[src/rtl/fcsc_pkg.sv]
`timescale 1ns / 1ps
`default_nettype none

package fcsc_pkg;

    // Geometry limits and frame buffer layout.
    localparam int MAX_DIM         = 1024;
    localparam int BYTES_PER_PIXEL = 3;

    // Field widths.
    localparam int DIM_W    = 11;
    localparam int STRIDE_W = 13;
    localparam int COLOR_W  = 24;
    localparam int HALF_W   = $clog2(MAX_DIM);
    localparam int CX_W     = 12;
    localparam int CY_W     = 12;
    localparam int R_W      = 11;
    localparam int ROW_W    = 11;
    localparam int X_W      = 10;
    localparam int OFF_W    = 22;

    // Internal arithmetic widths.
    localparam int DY_W       = CY_W + 1;
    localparam int XC_W       = CX_W + 1;
    localparam int N_W        = 2 * R_W;
    localparam int RES_W      = N_W + 1;
    localparam int ROOT_W     = R_W;
    localparam int SQRT_STEPS = R_W;

    // Queue between the front and back ends.
    localparam int Q_DEPTH = 4;
    localparam int Q_PTR_W = $clog2(Q_DEPTH);
    localparam int Q_CNT_W = Q_PTR_W + 1;

    // Configuration port.
    localparam int ADDR_W = 4;
    localparam int DATA_W = 32;

    localparam logic [DIM_W-1:0]    WIDTH_RESET  = DIM_W'(640);
    localparam logic [DIM_W-1:0]    HEIGHT_RESET = DIM_W'(480);
    localparam logic [STRIDE_W-1:0] STRIDE_RESET = STRIDE_W'(1920);
    localparam logic [COLOR_W-1:0]  COLOR_RESET  = COLOR_W'(24'h00CCCC);

    typedef enum logic [1:0] {
        REG_WIDTH  = 2'd0,
        REG_HEIGHT = 2'd1,
        REG_STRIDE = 2'd2,
        REG_COLOR  = 2'd3
    } reg_idx_t;

    // Clamped half dimensions and line stride, shared by both ends.
    typedef struct packed {
        logic [HALF_W-1:0]   half_w;
        logic [HALF_W-1:0]   half_h;
        logic [STRIDE_W-1:0] stride;
    } geom_t;

    // One classified item on its way from the front end to the back end.
    // In the root pipeline rad_sq carries the running remainder.
    typedef struct packed {
        logic signed [CX_W-1:0] cx;
        logic [N_W-1:0]         rad_sq;
        logic                   hit;
        logic [OFF_W-1:0]       row_offset;
    } work_t;

    // Clamp a dimension to 2..MAX_DIM and halve it.
    function automatic logic [HALF_W-1:0] half_dim(input logic [DIM_W-1:0] dim);
        logic [DIM_W-1:0] clamped;
        if (dim < DIM_W'(2))
        begin
            clamped = DIM_W'(2);
        end
        else if (dim > DIM_W'(MAX_DIM))
        begin
            clamped = DIM_W'(MAX_DIM);
        end
        else
        begin
            clamped = dim;
        end
        return clamped[HALF_W:1];
    endfunction

endpackage

`default_nettype wire

[src/rtl/fcsc_regs.sv]
`timescale 1ns / 1ps
`default_nettype none

module fcsc_regs (
    input  wire logic                          clk,
    input  wire logic                          rst_n,
    input  wire logic                          psel,
    input  wire logic                          penable,
    input  wire logic                          pwrite,
    input  wire logic [fcsc_pkg::ADDR_W-1:0]   paddr,
    input  wire logic [fcsc_pkg::DATA_W-1:0]   pwdata,
    output logic      [fcsc_pkg::DATA_W-1:0]   prdata,
    output logic                               pready,
    output fcsc_pkg::geom_t                    geom
);

    logic [fcsc_pkg::DIM_W-1:0]    width_reg;
    logic [fcsc_pkg::DIM_W-1:0]    height_reg;
    logic [fcsc_pkg::STRIDE_W-1:0] stride_reg;
    logic [fcsc_pkg::COLOR_W-1:0]  color_reg;
    fcsc_pkg::reg_idx_t            reg_idx;
    logic                          wr_en;

    assign reg_idx = fcsc_pkg::reg_idx_t'(paddr[fcsc_pkg::ADDR_W-1:2]);
    assign wr_en   = psel && penable && pwrite;
    assign pready  = 1'b1;

    always_ff @(posedge clk or negedge rst_n)
    begin
        if (!rst_n)
        begin
            width_reg  <= fcsc_pkg::WIDTH_RESET;
            height_reg <= fcsc_pkg::HEIGHT_RESET;
            stride_reg <= fcsc_pkg::STRIDE_RESET;
            color_reg  <= fcsc_pkg::COLOR_RESET;
        end
        else if (wr_en)
        begin
            unique case (reg_idx)
                fcsc_pkg::REG_WIDTH:  width_reg  <= pwdata[fcsc_pkg::DIM_W-1:0];
                fcsc_pkg::REG_HEIGHT: height_reg <= pwdata[fcsc_pkg::DIM_W-1:0];
                fcsc_pkg::REG_STRIDE: stride_reg <= pwdata[fcsc_pkg::STRIDE_W-1:0];
                fcsc_pkg::REG_COLOR:  color_reg  <= pwdata[fcsc_pkg::COLOR_W-1:0];
                default:              width_reg  <= width_reg;
            endcase
        end
    end

    always_comb
    begin
        unique case (reg_idx)
            fcsc_pkg::REG_WIDTH:  prdata = fcsc_pkg::DATA_W'(width_reg);
            fcsc_pkg::REG_HEIGHT: prdata = fcsc_pkg::DATA_W'(height_reg);
            fcsc_pkg::REG_STRIDE: prdata = fcsc_pkg::DATA_W'(stride_reg);
            fcsc_pkg::REG_COLOR:  prdata = fcsc_pkg::DATA_W'(color_reg);
            default:              prdata = '0;
        endcase
    end

    assign geom.half_w = fcsc_pkg::half_dim(width_reg);
    assign geom.half_h = fcsc_pkg::half_dim(height_reg);
    assign geom.stride = stride_reg;

endmodule

`default_nettype wire

[src/rtl/fcsc_front.sv]
`timescale 1ns / 1ps
`default_nettype none

module fcsc_front (
    input  wire logic                                clk,
    input  wire logic                                rst_n,
    input  wire logic                                start,
    input  wire logic signed [fcsc_pkg::CX_W-1:0]    center_x,
    input  wire logic signed [fcsc_pkg::CY_W-1:0]    center_y,
    input  wire logic        [fcsc_pkg::R_W-1:0]     radius,
    input  wire logic signed [fcsc_pkg::ROW_W-1:0]   row,
    input  wire fcsc_pkg::geom_t                     geom,
    input  wire logic                                q_full,
    output logic                                     busy,
    output logic                                     push,
    output fcsc_pkg::work_t                          push_data
);

    localparam int DW = fcsc_pkg::DY_W;
    localparam int YW = fcsc_pkg::ROW_W;
    localparam int HW = fcsc_pkg::HALF_W;
    localparam int PW = HW + fcsc_pkg::STRIDE_W;

    // Classification of the incoming item.
    logic signed [DW:0]   row_x;
    logic signed [DW:0]   cy_x;
    logic signed [DW:0]   dy_x;
    logic signed [DW:0]   rad_x;
    logic signed [DW:0]   dy_sum;
    logic [DW:0]          dy_mag;
    logic                 in_circle;
    logic signed [YW:0]   y_x;
    logic signed [YW:0]   hh_x;
    logic signed [YW:0]   top_sum;
    logic signed [YW:0]   row_diff;
    logic                 row_ok;
    logic                 stall;

    // First stage: classified item.
    logic                               s1_valid_reg;
    logic signed [fcsc_pkg::CX_W-1:0]   s1_cx_reg;
    logic [fcsc_pkg::R_W-1:0]           s1_rad_reg;
    logic [fcsc_pkg::R_W-1:0]           s1_dy_reg;
    logic                               s1_hit_reg;
    logic [HW-1:0]                      s1_row_dist_reg;

    // Second stage: products.
    logic                               s2_valid_reg;
    logic signed [fcsc_pkg::CX_W-1:0]   s2_cx_reg;
    logic [fcsc_pkg::N_W-1:0]           s2_rr_reg;
    logic [fcsc_pkg::N_W-1:0]           s2_dd_reg;
    logic                               s2_hit_reg;
    logic [fcsc_pkg::OFF_W-1:0]         s2_row_off_reg;

    logic [fcsc_pkg::N_W-1:0]                   rr_next;
    logic [fcsc_pkg::N_W-1:0]                   dd_next;
    logic [PW-1:0]                              row_prod;

    always_comb
    begin
        row_x     = {{(DW + 1 - YW){row[YW-1]}}, row};
        cy_x      = {{(DW + 1 - fcsc_pkg::CY_W){center_y[fcsc_pkg::CY_W-1]}}, center_y};
        rad_x     = {{(DW + 1 - fcsc_pkg::R_W){1'b0}}, radius};
        dy_x      = row_x - cy_x;
        dy_sum    = dy_x + rad_x;
        in_circle = (dy_x <= rad_x) && !dy_sum[DW];
        dy_mag    = dy_x[DW] ? -dy_x : dy_x;

        // Rows run from 1-H/2 up to H/2.
        y_x      = {row[YW-1], row};
        hh_x     = {{(YW + 1 - HW){1'b0}}, geom.half_h};
        top_sum  = y_x + hh_x;
        row_ok   = (y_x <= hh_x) && !top_sum[YW] && (top_sum != '0);
        row_diff = hh_x - y_x;
    end

    assign stall = s2_valid_reg && q_full;
    assign busy  = stall;

    assign rr_next  = fcsc_pkg::N_W'(s1_rad_reg) * fcsc_pkg::N_W'(s1_rad_reg);
    assign dd_next  = fcsc_pkg::N_W'(s1_dy_reg) * fcsc_pkg::N_W'(s1_dy_reg);
    assign row_prod = PW'(s1_row_dist_reg) * PW'(geom.stride);

    always_ff @(posedge clk or negedge rst_n)
    begin
        if (!rst_n)
        begin
            s1_valid_reg <= 1'b0;
            s2_valid_reg <= 1'b0;
        end
        else if (!stall)
        begin
            s1_valid_reg <= start;
            s2_valid_reg <= s1_valid_reg;
        end
    end

    always_ff @(posedge clk)
    begin
        if (!stall)
        begin
            s1_cx_reg       <= center_x;
            s1_rad_reg      <= radius;
            s1_dy_reg       <= dy_mag[fcsc_pkg::R_W-1:0];
            s1_hit_reg      <= in_circle && row_ok;
            s1_row_dist_reg <= row_diff[HW-1:0];

            s2_cx_reg       <= s1_cx_reg;
            s2_rr_reg       <= rr_next;
            s2_dd_reg       <= dd_next;
            s2_hit_reg      <= s1_hit_reg;
            s2_row_off_reg  <= row_prod[fcsc_pkg::OFF_W-1:0];
        end
    end

    assign push                 = s2_valid_reg && !q_full;
    assign push_data.cx         = s2_cx_reg;
    assign push_data.rad_sq     = s2_rr_reg - s2_dd_reg;
    assign push_data.hit        = s2_hit_reg;
    assign push_data.row_offset = s2_row_off_reg;

endmodule

`default_nettype wire

[src/rtl/fcsc_queue.sv]
`timescale 1ns / 1ps
`default_nettype none

module fcsc_queue (
    input  wire logic             clk,
    input  wire logic             rst_n,
    input  wire logic             push,
    input  wire fcsc_pkg::work_t  push_data,
    input  wire logic             pop,
    output fcsc_pkg::work_t       head,
    output logic                  full,
    output logic                  empty
);

    fcsc_pkg::work_t                entry_reg [fcsc_pkg::Q_DEPTH];
    logic [fcsc_pkg::Q_PTR_W-1:0]   wr_ptr_reg;
    logic [fcsc_pkg::Q_PTR_W-1:0]   rd_ptr_reg;
    logic [fcsc_pkg::Q_CNT_W-1:0]   count_reg;
    logic [fcsc_pkg::Q_CNT_W-1:0]   count_next;
    logic                           do_push;
    logic                           do_pop;

    assign full    = (count_reg == fcsc_pkg::Q_CNT_W'(fcsc_pkg::Q_DEPTH));
    assign empty   = (count_reg == '0);
    assign do_push = push && !full;
    assign do_pop  = pop && !empty;
    assign head    = entry_reg[rd_ptr_reg];

    always_comb
    begin
        count_next = count_reg;
        if (do_push && !do_pop)
        begin
            count_next = count_reg + 1'b1;
        end
        else if (do_pop && !do_push)
        begin
            count_next = count_reg - 1'b1;
        end
    end

    always_ff @(posedge clk or negedge rst_n)
    begin
        if (!rst_n)
        begin
            wr_ptr_reg <= '0;
            rd_ptr_reg <= '0;
            count_reg  <= '0;
        end
        else
        begin
            count_reg <= count_next;
            if (do_push)
            begin
                wr_ptr_reg <= wr_ptr_reg + 1'b1;
            end
            if (do_pop)
            begin
                rd_ptr_reg <= rd_ptr_reg + 1'b1;
            end
        end
    end

    always_ff @(posedge clk)
    begin
        if (do_push)
        begin
            entry_reg[wr_ptr_reg] <= push_data;
        end
    end

endmodule

`default_nettype wire

[src/rtl/fcsc_back.sv]
`timescale 1ns / 1ps
`default_nettype none

module fcsc_back (
    input  wire logic                                 clk,
    input  wire logic                                 rst_n,
    input  wire logic                                 in_valid,
    input  wire fcsc_pkg::work_t                      in_data,
    input  wire logic [fcsc_pkg::HALF_W-1:0]          half_w,
    output logic                                      done,
    output logic                                      span_valid,
    output logic signed [fcsc_pkg::X_W-1:0]           span_start,
    output logic signed [fcsc_pkg::X_W-1:0]           span_end,
    output logic        [fcsc_pkg::OFF_W-1:0]         start_offset
);

    localparam int STEPS = fcsc_pkg::SQRT_STEPS;
    localparam int RW    = fcsc_pkg::RES_W;
    localparam int NW    = fcsc_pkg::N_W;
    localparam int XW    = fcsc_pkg::X_W;
    localparam int CW    = fcsc_pkg::XC_W;

    // Root pipeline: one bit of the square root per stage.
    logic [STEPS-1:0]   st_valid_reg;
    fcsc_pkg::work_t    st_work_reg [STEPS];
    logic [RW-1:0]      st_root_reg [STEPS];

    for (genvar k = 0; k < STEPS; k++)
    begin : g_step
        localparam logic [RW-1:0] STEP_BIT = RW'(1) << (NW - 2 - 2 * k);

        logic               valid_in;
        fcsc_pkg::work_t    work_in;
        logic [RW-1:0]      root_in;
        fcsc_pkg::work_t    work_out;
        logic [RW-1:0]      root_out;
        logic [RW-1:0]      trial;
        logic [RW-1:0]      rem_ext;
        logic [RW-1:0]      rem_diff;

        if (k == 0)
        begin : g_first
            assign valid_in = in_valid;
            assign work_in  = in_data;
            assign root_in  = '0;
        end
        else
        begin : g_rest
            assign valid_in = st_valid_reg[k-1];
            assign work_in  = st_work_reg[k-1];
            assign root_in  = st_root_reg[k-1];
        end

        always_comb
        begin
            trial    = root_in + STEP_BIT;
            rem_ext  = {1'b0, work_in.rad_sq};
            rem_diff = rem_ext - trial;
            work_out = work_in;
            if (rem_ext >= trial)
            begin
                work_out.rad_sq = rem_diff[NW-1:0];
                root_out        = (root_in >> 1) + STEP_BIT;
            end
            else
            begin
                root_out = root_in >> 1;
            end
        end

        always_ff @(posedge clk or negedge rst_n)
        begin
            if (!rst_n)
            begin
                st_valid_reg[k] <= 1'b0;
            end
            else
            begin
                st_valid_reg[k] <= valid_in;
            end
        end

        always_ff @(posedge clk)
        begin
            st_work_reg[k] <= work_out;
            st_root_reg[k] <= root_out;
        end
    end

    // Clip stage.
    logic signed [CW-1:0]          cx_x;
    logic signed [CW-1:0]          half_x;
    logic signed [CW-1:0]          root_x;
    logic signed [CW-1:0]          left_x;
    logic signed [CW-1:0]          right_x;
    logic signed [CW-1:0]          lo_x;
    logic signed [CW-1:0]          hi_x;
    logic signed [CW-1:0]          left_clip;
    logic signed [CW-1:0]          right_clip;
    logic                          clip_ok;
    fcsc_pkg::work_t               last_work;
    logic [RW-1:0]                 last_root;

    logic                          clip_valid_reg;
    logic                          clip_ok_reg;
    logic signed [XW-1:0]          clip_x1_reg;
    logic signed [XW-1:0]          clip_x2_reg;
    logic [fcsc_pkg::OFF_W-1:0]    clip_row_off_reg;

    assign last_work = st_work_reg[STEPS-1];
    assign last_root = st_root_reg[STEPS-1];

    always_comb
    begin
        cx_x       = {last_work.cx[fcsc_pkg::CX_W-1], last_work.cx};
        root_x     = {{(CW - fcsc_pkg::ROOT_W){1'b0}}, last_root[fcsc_pkg::ROOT_W-1:0]};
        half_x     = {{(CW - fcsc_pkg::HALF_W){1'b0}}, half_w};
        left_x     = cx_x - root_x;
        right_x    = cx_x + root_x;
        lo_x       = -half_x;
        hi_x       = half_x - CW'(1);
        left_clip  = (left_x < lo_x) ? lo_x : left_x;
        right_clip = (right_x > hi_x) ? hi_x : right_x;
        clip_ok    = last_work.hit && (left_clip <= right_clip);
    end

    always_ff @(posedge clk or negedge rst_n)
    begin
        if (!rst_n)
        begin
            clip_valid_reg <= 1'b0;
        end
        else
        begin
            clip_valid_reg <= st_valid_reg[STEPS-1];
        end
    end

    always_ff @(posedge clk)
    begin
        clip_ok_reg      <= clip_ok;
        clip_x1_reg      <= left_clip[XW-1:0];
        clip_x2_reg      <= right_clip[XW-1:0];
        clip_row_off_reg <= last_work.row_offset;
    end

    // Output stage: column byte offset and result register.
    logic [XW:0]                   col;
    logic [fcsc_pkg::OFF_W-1:0]    col_bytes;
    logic [fcsc_pkg::OFF_W-1:0]    offset_sum;

    logic                          done_reg;
    logic                          span_valid_reg;
    logic signed [XW-1:0]          span_start_reg;
    logic signed [XW-1:0]          span_end_reg;
    logic [fcsc_pkg::OFF_W-1:0]    start_offset_reg;

    assign col        = {1'b0, half_w} + {clip_x1_reg[XW-1], clip_x1_reg};
    assign col_bytes  = {{(fcsc_pkg::OFF_W - XW - 1){1'b0}}, col}
                        * fcsc_pkg::OFF_W'(fcsc_pkg::BYTES_PER_PIXEL);
    assign offset_sum = clip_row_off_reg + col_bytes;

    always_ff @(posedge clk or negedge rst_n)
    begin
        if (!rst_n)
        begin
            done_reg <= 1'b0;
        end
        else
        begin
            done_reg <= clip_valid_reg;
        end
    end

    always_ff @(posedge clk)
    begin
        span_valid_reg   <= clip_ok_reg;
        span_start_reg   <= clip_ok_reg ? clip_x1_reg : '0;
        span_end_reg     <= clip_ok_reg ? clip_x2_reg : '0;
        start_offset_reg <= clip_ok_reg ? offset_sum : '0;
    end

    assign done         = done_reg;
    assign span_valid   = span_valid_reg;
    assign span_start   = span_start_reg;
    assign span_end     = span_end_reg;
    assign start_offset = start_offset_reg;

endmodule

`default_nettype wire

[src/rtl/filled_circle_span_clipper.sv]
`timescale 1ns / 1ps
`default_nettype none

// Filled circle span clipper.
// The caller issues one item per scanline: a circle (center_x, center_y, radius)
// and the row to evaluate, by raising start while busy is low. The block returns
// the clipped horizontal span of the filled circle on that row together with the
// frame buffer byte offset of its first pixel. Each result appears on the result
// ports for exactly one cycle, flagged by done; span_valid is low, and the other
// fields are zero, for rows that miss the circle or the image.
// Throughput is one item per cycle: the front end classifies the row and forms
// r*r - dy*dy, a four-entry queue hands items over, and the back end runs an
// eleven-stage root pipeline (one root bit per stage) followed by clip and offset
// stages. The receiver cannot stall, so the back end drains the queue every cycle
// and busy stays low in normal use.
// Image width, height, line stride and fill color sit behind an APB-style port
// and should only be changed while no items are in flight. Reset loads the
// default 640 x 480 geometry and empties every pipeline stage and the queue.
module filled_circle_span_clipper (
    input  wire logic                                 clk,
    input  wire logic                                 rst_n,
    input  wire logic                                 psel,
    input  wire logic                                 penable,
    input  wire logic                                 pwrite,
    input  wire logic        [fcsc_pkg::ADDR_W-1:0]   paddr,
    input  wire logic        [fcsc_pkg::DATA_W-1:0]   pwdata,
    output logic             [fcsc_pkg::DATA_W-1:0]   prdata,
    output logic                                      pready,
    input  wire logic                                 start,
    output logic                                      busy,
    input  wire logic signed [fcsc_pkg::CX_W-1:0]     center_x,
    input  wire logic signed [fcsc_pkg::CY_W-1:0]     center_y,
    input  wire logic        [fcsc_pkg::R_W-1:0]      radius,
    input  wire logic signed [fcsc_pkg::ROW_W-1:0]    row,
    output logic                                      done,
    output logic                                      span_valid,
    output logic signed      [fcsc_pkg::X_W-1:0]      span_start,
    output logic signed      [fcsc_pkg::X_W-1:0]      span_end,
    output logic             [fcsc_pkg::OFF_W-1:0]    start_offset
);

    // Clamped geometry, driven straight from the configuration registers.
    fcsc_pkg::geom_t    geom;

    // Handover between front and back ends.
    logic               q_push;
    fcsc_pkg::work_t    q_push_data;
    fcsc_pkg::work_t    q_head;
    logic               q_full;
    logic               q_empty;

    fcsc_regs u_regs (
        .clk     (clk),
        .rst_n   (rst_n),
        .psel    (psel),
        .penable (penable),
        .pwrite  (pwrite),
        .paddr   (paddr),
        .pwdata  (pwdata),
        .prdata  (prdata),
        .pready  (pready),
        .geom    (geom)
    );

    // The front end checks the row against the circle and the image rows, then
    // forms the squared half-width and the row part of the byte offset.
    fcsc_front u_front (
        .clk       (clk),
        .rst_n     (rst_n),
        .start     (start),
        .center_x  (center_x),
        .center_y  (center_y),
        .radius    (radius),
        .row       (row),
        .geom      (geom),
        .q_full    (q_full),
        .busy      (busy),
        .push      (q_push),
        .push_data (q_push_data)
    );

    fcsc_queue u_queue (
        .clk       (clk),
        .rst_n     (rst_n),
        .push      (q_push),
        .push_data (q_push_data),
        .pop       (!q_empty),
        .head      (q_head),
        .full      (q_full),
        .empty     (q_empty)
    );

    // The back end takes the head item every cycle the queue holds one.
    fcsc_back u_back (
        .clk          (clk),
        .rst_n        (rst_n),
        .in_valid     (!q_empty),
        .in_data      (q_head),
        .half_w       (geom.half_w),
        .done         (done),
        .span_valid   (span_valid),
        .span_start   (span_start),
        .span_end     (span_end),
        .start_offset (start_offset)
    );

    // Every accepted item comes out as a done pulse.
    a_fixed_latency: assert property (@(posedge clk) disable iff (!rst_n)
        (start && !busy) |-> ##16 done)
        else $error("result missing at the expected latency");

    // The back end drains the queue every cycle, so it can never fill up.
    a_never_busy: assert property (@(posedge clk) disable iff (!rst_n)
        !busy)
        else $error("front end stalled on a full queue");

    // An empty span carries zero fields.
    a_invalid_zero: assert property (@(posedge clk) disable iff (!rst_n)
        (done && !span_valid) |-> (span_start == '0) && (span_end == '0)
                                  && (start_offset == '0))
        else $error("invalid span with nonzero fields");

    // A valid span is never reversed.
    a_span_order: assert property (@(posedge clk) disable iff (!rst_n)
        (done && span_valid) |-> (span_start <= span_end))
        else $error("span start beyond span end");

endmodule

`default_nettype wire

[config.mk]
export PLATFORM = sky130hd
export DESIGN_NAME = filled_circle_span_clipper
export DESIGN_NICKNAME = d
export VERILOG_FILES = /design/src/rtl/fcsc_pkg.sv /design/src/rtl/fcsc_regs.sv /design/src/rtl/fcsc_front.sv /design/src/rtl/fcsc_queue.sv /design/src/rtl/fcsc_back.sv /design/src/rtl/filled_circle_span_clipper.sv
export SDC_FILE = /design/constraint.sdc
export NUM_CORES = 2
export LEC_CHECK = 0
export BUFFER_PORTS_ARGS = -buffer_cell sky130_fd_sc_hd__clkbuf_2
export CORE_MARGIN = 3
export CORE_UTILIZATION = 64
export DETAILED_ROUTE_END_ITERATION = 10
export HOLD_SLACK_MARGIN = 0.1
export PLACE_DENSITY_LB_ADDON = 0.2
export SYNTH_ARGS = -nofsm -noshare
export SYNTH_HDL_FRONTEND = slang
export SYNTH_HIERARCHICAL = 1
export SYNTH_SLANG_ARGS = --single-unit
[constraint.sdc]
create_clock -name clk -period 13.2 [get_ports clk]
set_input_delay 1.32 -clock clk [delete_from_list [all_inputs] [get_ports clk]]
set_output_delay 1.32 -clock clk [all_outputs]
set_load 0.01 [all_outputs]
* After elaboration in Yosys (flattened, before gate mapping)
Memories as Yosys holds them, arrays and structs flattened. Cells that the tools add are included.
Word-level totals: output and inout port bits 78, register bits after elaboration 291, RAM bits 1108, logic and storage cells 177, memories 3, input port bits 88
Operators by class: multiply operators 4, reductions and logical operators 25, add/subtract/negate cells 47, mux-type cells 34, eq/ne operators 4, magnitude comparators 20
Memory list:
- u_back.st_work_reg | words 11, width 57, rd ports 11, clocked after memory_dff 0, wr ports 11, RTL line fcsc_back.sv:25 | fcsc_pkg::work_t st_work_reg [STEPS];
- u_back.st_root_reg | words 11, width 23, rd ports 11, clocked after memory_dff 0, wr ports 11, RTL line fcsc_back.sv:26 | logic [RW-1:0] st_root_reg [STEPS];
- u_queue.entry_reg | words 4, width 57, rd ports 1, clocked after memory_dff 0, wr ports 1, RTL line fcsc_queue.sv:15 | fcsc_pkg::work_t entry_reg [fcsc_pkg::Q_DEPTH];
Operators with widths (count):
- two-way mux 22 bit | 11
- subtractor 22 bit | 11
- greater-or-equal comparator 22 x 23 -> 1 bit | 10
- two-way mux 23 bit | 10
- case mux 32 bit (4 select lines) | 1
- two-way mux 11 bit | 5
- multiplier 11 x 11 -> 22 bit | 2
- two-way mux 13 bit | 2
- adder 22 x 1 -> 23 bit (second input constant) | 1
- adder 22 x 11 -> 23 bit (second input constant) | 1
- adder 22 x 13 -> 23 bit (second input constant) | 1
- adder 22 x 15 -> 23 bit (second input constant) | 1
- adder 22 x 17 -> 23 bit (second input constant) | 1
- adder 22 x 19 -> 23 bit (second input constant) | 1
- adder 22 x 3 -> 23 bit (second input constant) | 1
- adder 22 x 5 -> 23 bit (second input constant) | 1
- adder 22 x 7 -> 23 bit (second input constant) | 1
- adder 22 x 9 -> 23 bit (second input constant) | 1
- adder 23 x 1 -> 23 bit (second input constant) | 1
- adder 23 x 11 -> 23 bit (second input constant) | 1
- adder 23 x 13 -> 23 bit (second input constant) | 1
- adder 23 x 15 -> 23 bit (second input constant) | 1
- adder 23 x 17 -> 23 bit (second input constant) | 1
- adder 23 x 19 -> 23 bit (second input constant) | 1
- 42 further kinds | 66

* Logic depth before layout (Yosys ltp)
depth after elaboration 8, depth in mapped cells 24, depth with buffers taken out 23

* By module
The synthesis kept the hierarchy.
By module, submodules not included:
- fcsc_back | cells each 2018, area each 24317.1 um2, times used 1
- fcsc_front | cells each 1898, area each 18011.0 um2, times used 1
- fcsc_queue | cells each 334, area each 8653.3 um2, times used 1
- fcsc_regs | cells each 203, area each 2915.3 um2, times used 1
- filled_circle_span_clipper | cells each 1, area each 3.8 um2, times used 1

* Least setup slack after synthesis
Ideal clock, no wire load.
kind reg2reg, start point reg u_front/s1_rad_reg[2] (netlist bit), end point reg u_front/s2_rr_reg[20] (netlist bit), data pin, arrival 5.366 ns, buffers on the path 1, cell stages (with the launch flop) 21, period minus slack after synthesis 5.626 ns, library setup time 0.260 ns, required time 12.940 ns, slack 7.574 ns, path through edfxtp_1 clkbuf_1 nand2_1 fa_1 inv_1 fa_1 inv_1 fa_1 inv_1 fa_1 inv_1 fa_1 inv_1 ha_1 a21o_1 a21oi_1 or4b_1 a31oi_1 o21ai_1 a221oi_2 xnor2_1
Between the ends: longest elaborated chain between the ends 1
Ends and longest elaborated chain:
- start: declaration | RTL line fcsc_front.sv:42 | logic [fcsc_pkg::R_W-1:0] s1_rad_reg;
- start signal: assignment | RTL line fcsc_front.sv:103 | s1_rad_reg <= radius;
- multiplier 11 x 11 -> 22 bit | RTL line fcsc_front.sv:80 | assign rr_next = fcsc_pkg::N_W'(s1_rad_reg) * fcsc_pkg::N_W'(s1_rad_reg);
- named net u_front.rr_next (one bit) | RTL line fcsc_front.sv:55 | logic [fcsc_pkg::N_W-1:0] rr_next;
- end signal: assignment | RTL line fcsc_front.sv:109 | s2_rr_reg <= rr_next;
- end: declaration | RTL line fcsc_front.sv:50 | logic [fcsc_pkg::N_W-1:0] s2_rr_reg;
The timed path passes the listed nets, and every way through them passes these cells. A chain may end at the register's enable or synchronous reset.

==> run_results.csv <==
group,metric,value,unit
timing,setup_tns,0,ns
clock_tree,clockBufferDepth,3,
place,dp_hpwl,70500,um
logic_synthesis,synth_cell_type_count,92,
route,dr.pass1.iters,6,
die,die_h,296,um
clock_tree,clock-sinks,1188,
clock_tree,clk_pin_slew_worst_paths,0.07,ns
timing,slew_violations,0,
logic_synthesis,yosysSeqAreaShare,51.4,%
timing,rsz0062_at_grt,"no",
clock_tree,cts_setup_buffers,0,
global_route,antenna_found_initial,6,
die,fp.coreArea,82800,sq um
die,dieArea,87700,sq um
route,dr.first_iter.drc_count,1781,
timing,holdWs,0.278,ns
clock_tree,cts_tree,"yes",
final_layout,syn2layout_area_growth,10.4,%
die,initial_core_util,65.1,%
route,avgViaCountPerCell,5.47,
final_layout,final_common_cell,"dfxtp_1",
logic_synthesis,ys.flop_type,"dfxtp_1",
timing,worst_pin_slew,1.14,ns
die,ios,166,
timing,clock_skew,0.0637,ns
die,rows,105,
status,status,"finished, final reports clean",
logic_synthesis,synth_area,53900,sq um
final_layout,layout_common_cells,"dfxtp_1 (757), inv_1 (551), ha_1 (407)",
worst_hold_path,hp-class,"reg2reg",
clock_tree,cts_resized,0,
clock_tree,clock_latency,0.70,ns
worst_setup_path,worstPathRequired,13.83,ns
logic_synthesis,synth-async-reset-ratio,6.82,%
clock_tree,cts_buffers,110,
timing,hold_violations,0,
logic_synthesis,syn_inst,4454,
global_route,grt_max_degree,66,
logic_synthesis,synth_enable_flop_cells,350,
global_route,grt.overflow.total,0,
logic_synthesis,ys_seq_elements,1188,
route,route.detailed.drc,0,
final_layout,finalNetCount,5343,
logic_synthesis,yosysTopAreaCell,"dfxtp_1",
worst_setup_path,critPathKind,"reg2reg",
clock_tree,cts_max_level,3,
logic_synthesis,synthTopCellsByArea,"dfxtp_1 (28%), edfxtp_1 (19%), ha_1 (9.4%), fa_1 (8.6%), inv_1 (3.8%)",
timing,slew_headroom,23.4,%
place,io_buffers,146,
die,die-width,296,um
timing,setup_viol,0,
final_layout,fill_cells,5513,
global_route,grt_pass1_vias,32000,
worst_setup_path,startpoint_type,"flop",
timing,min_period,6.43,ns
global_route,track_usage,23.1,%
clock_tree,cts-root-buf,"clkbuf_16",
clock_tree,ctsHoldBuffers,0,
place,globalplace.congestion,0.878,
route,vias,31600,
final_layout,drive_above_1_share,12.2,%
final_layout,largest_register_ffs,605,
timing,finalCritPeriodShare,48.7,%
logic_synthesis,synth_top_area_share,28.1,%
worst_setup_path,worst-path-max-fanout,14,
timing,clock.fmax,0.155,GHz
global_route,grt_pass1_wl,163000,um
worst_setup_path,end_kind,"flop",
logic_synthesis,avgSynthCellArea,12.1,sq um
flow_run,cap_violations,0,
route,drt-total-wl,99600,um
route,drtAntennaViolNets,0,
route,avgRoutedWirePerCell,17.2,um
logic_synthesis,yosys_warnings,6,
worst_setup_path,arrival,7.06,ns
-- through the flow --
step | std cells | setup slack (ns) | util (%) | instance area, sq um
after floorplan | 4461 | 7.57 | - | 53900
after global placement | 5574 | 6.94 | 67.1 | 55500
after detailed placement | 5574 | 6.87 | 67.1 | 55500
after CTS | 5783 | 6.83 | 71.9 | 59500
after global routing | 5783 | 6.12 | 71.9 | 59500
final | 5787 | 6.77 | 71.9 | 59500
-- synth_stat cells, drive strengths merged (8+ instances only) --
library cell,number
ha,407
edfxtp,350
mux2i,32
a2111oi,12
nor4b,14
o21bai,27
fa,232
nor4,38
a211oi,24
mux4,68
a21oi,142
clkbuf,75
nor2b,66
or2,12
nand4,24
inv,551
a21boi,10
dfxtp,757
o31ai,16
a21o,40
mux2,96
or4,16
dfstp,18
or3,25
a211o,8
nand3b,10
nand2,242
nand4b,9
xnor2,138
o2111ai,9
and3,28
buf,45
nor2,171
nor3,65
o311ai,10
xor2,85
o21a,38
dfrtp,63
o21ai,134
and2,161
nand3,47
o211ai,17
nand2b,31
-- layout make-up --
type	instances	area [sq um]	share of cell area, %
multi-input combinational	2601	23600	39.6
antenna	4	10.0	0.0168
clock inverter	44	737	1.24
timing repair buffer	163	861	1.45
clock buffer	165	3220	5.41
tap	1070	1340	2.25
inverter	552	2070	3.48
sequential	1188	27700	46.6
-- worst max-delay path, cell delays in order (launching register included) --
cell and delay, ns:
dfrtp_1 0.43, nor4_1 0.37, nand4b_1 0.15, a21boi_1 0.85, inv_1 0.11, ha_1 0.27, nand2_1 0.15, nor3_1 0.08
xnor2_1 0.41, inv_1 0.09, ha_1 0.30, nand4_1 0.12, or3_1 0.38, a21oi_1 0.17, or4b_2 0.15, o22a_1 0.59
mux2_2 0.44, ha_1 0.30, a21o_1 0.18, a21o_1 0.17, a21oi_1 0.16, o21ai_0 0.14, o211ai_1 0.19, o211a_1 0.17
-- routing by layer --
metal	track usage, %	routed length (um)
met1	30.2	43300
met5	0	0
met4	6.36	2180
met3	3.71	4770
met2	40.3	49400
-- cell families (layout without fill, tap and decap cells) --
| kind of cell | Yosys count | after routing | share of synthesized area [%] |
|---|---|---|---|
| other | 2 | 13 | 0.0139 |
| adder cells (fa/ha/maj) | 639 | 639 | 18.1 |
| flip-flops | 1188 | 1188 | 51.4 |
| multiplexers | 196 | 196 | 5.51 |
| buffers and inverters | 672 | 924 | 4.95 |
| AND/OR/NAND/NOR | 970 | 970 | 9.41 |
| AO/OA/AOI/OAI | 564 | 564 | 7.01 |
| XOR/XNOR | 223 | 223 | 3.62 |
-- final timing paths --
check                                                  start                                    to  slack (ns)  cells past startpoint
max reg2reg                  u_regs/width_reg[4]$_DFFE_PN0P_            u_back/clip_ok_reg$_DFF_P_        6.77                     23
max                          u_regs/width_reg[4]$_DFFE_PN0P_            u_back/clip_ok_reg$_DFF_P_        6.77                     23
max in group asynchronous                              rst_n      u_regs/height_reg[9]$_DFFE_PN0P_       11.56                      2
min                        u_back/st_work_reg[1][18]$_DFF_P_     u_back/st_work_reg[2][18]$_DFF_P_        0.28                      0
min in group asynchronous                              rst_n  u_back/g_step[10].valid_in$_DFF_PN0_        0.57                      1
min reg2reg                u_back/st_work_reg[1][18]$_DFF_P_     u_back/st_work_reg[2][18]$_DFF_P_        0.28                      0
Power is not shown: default switching activity piles up to over one toggle a cycle in this logic, so the estimate is an artifact.
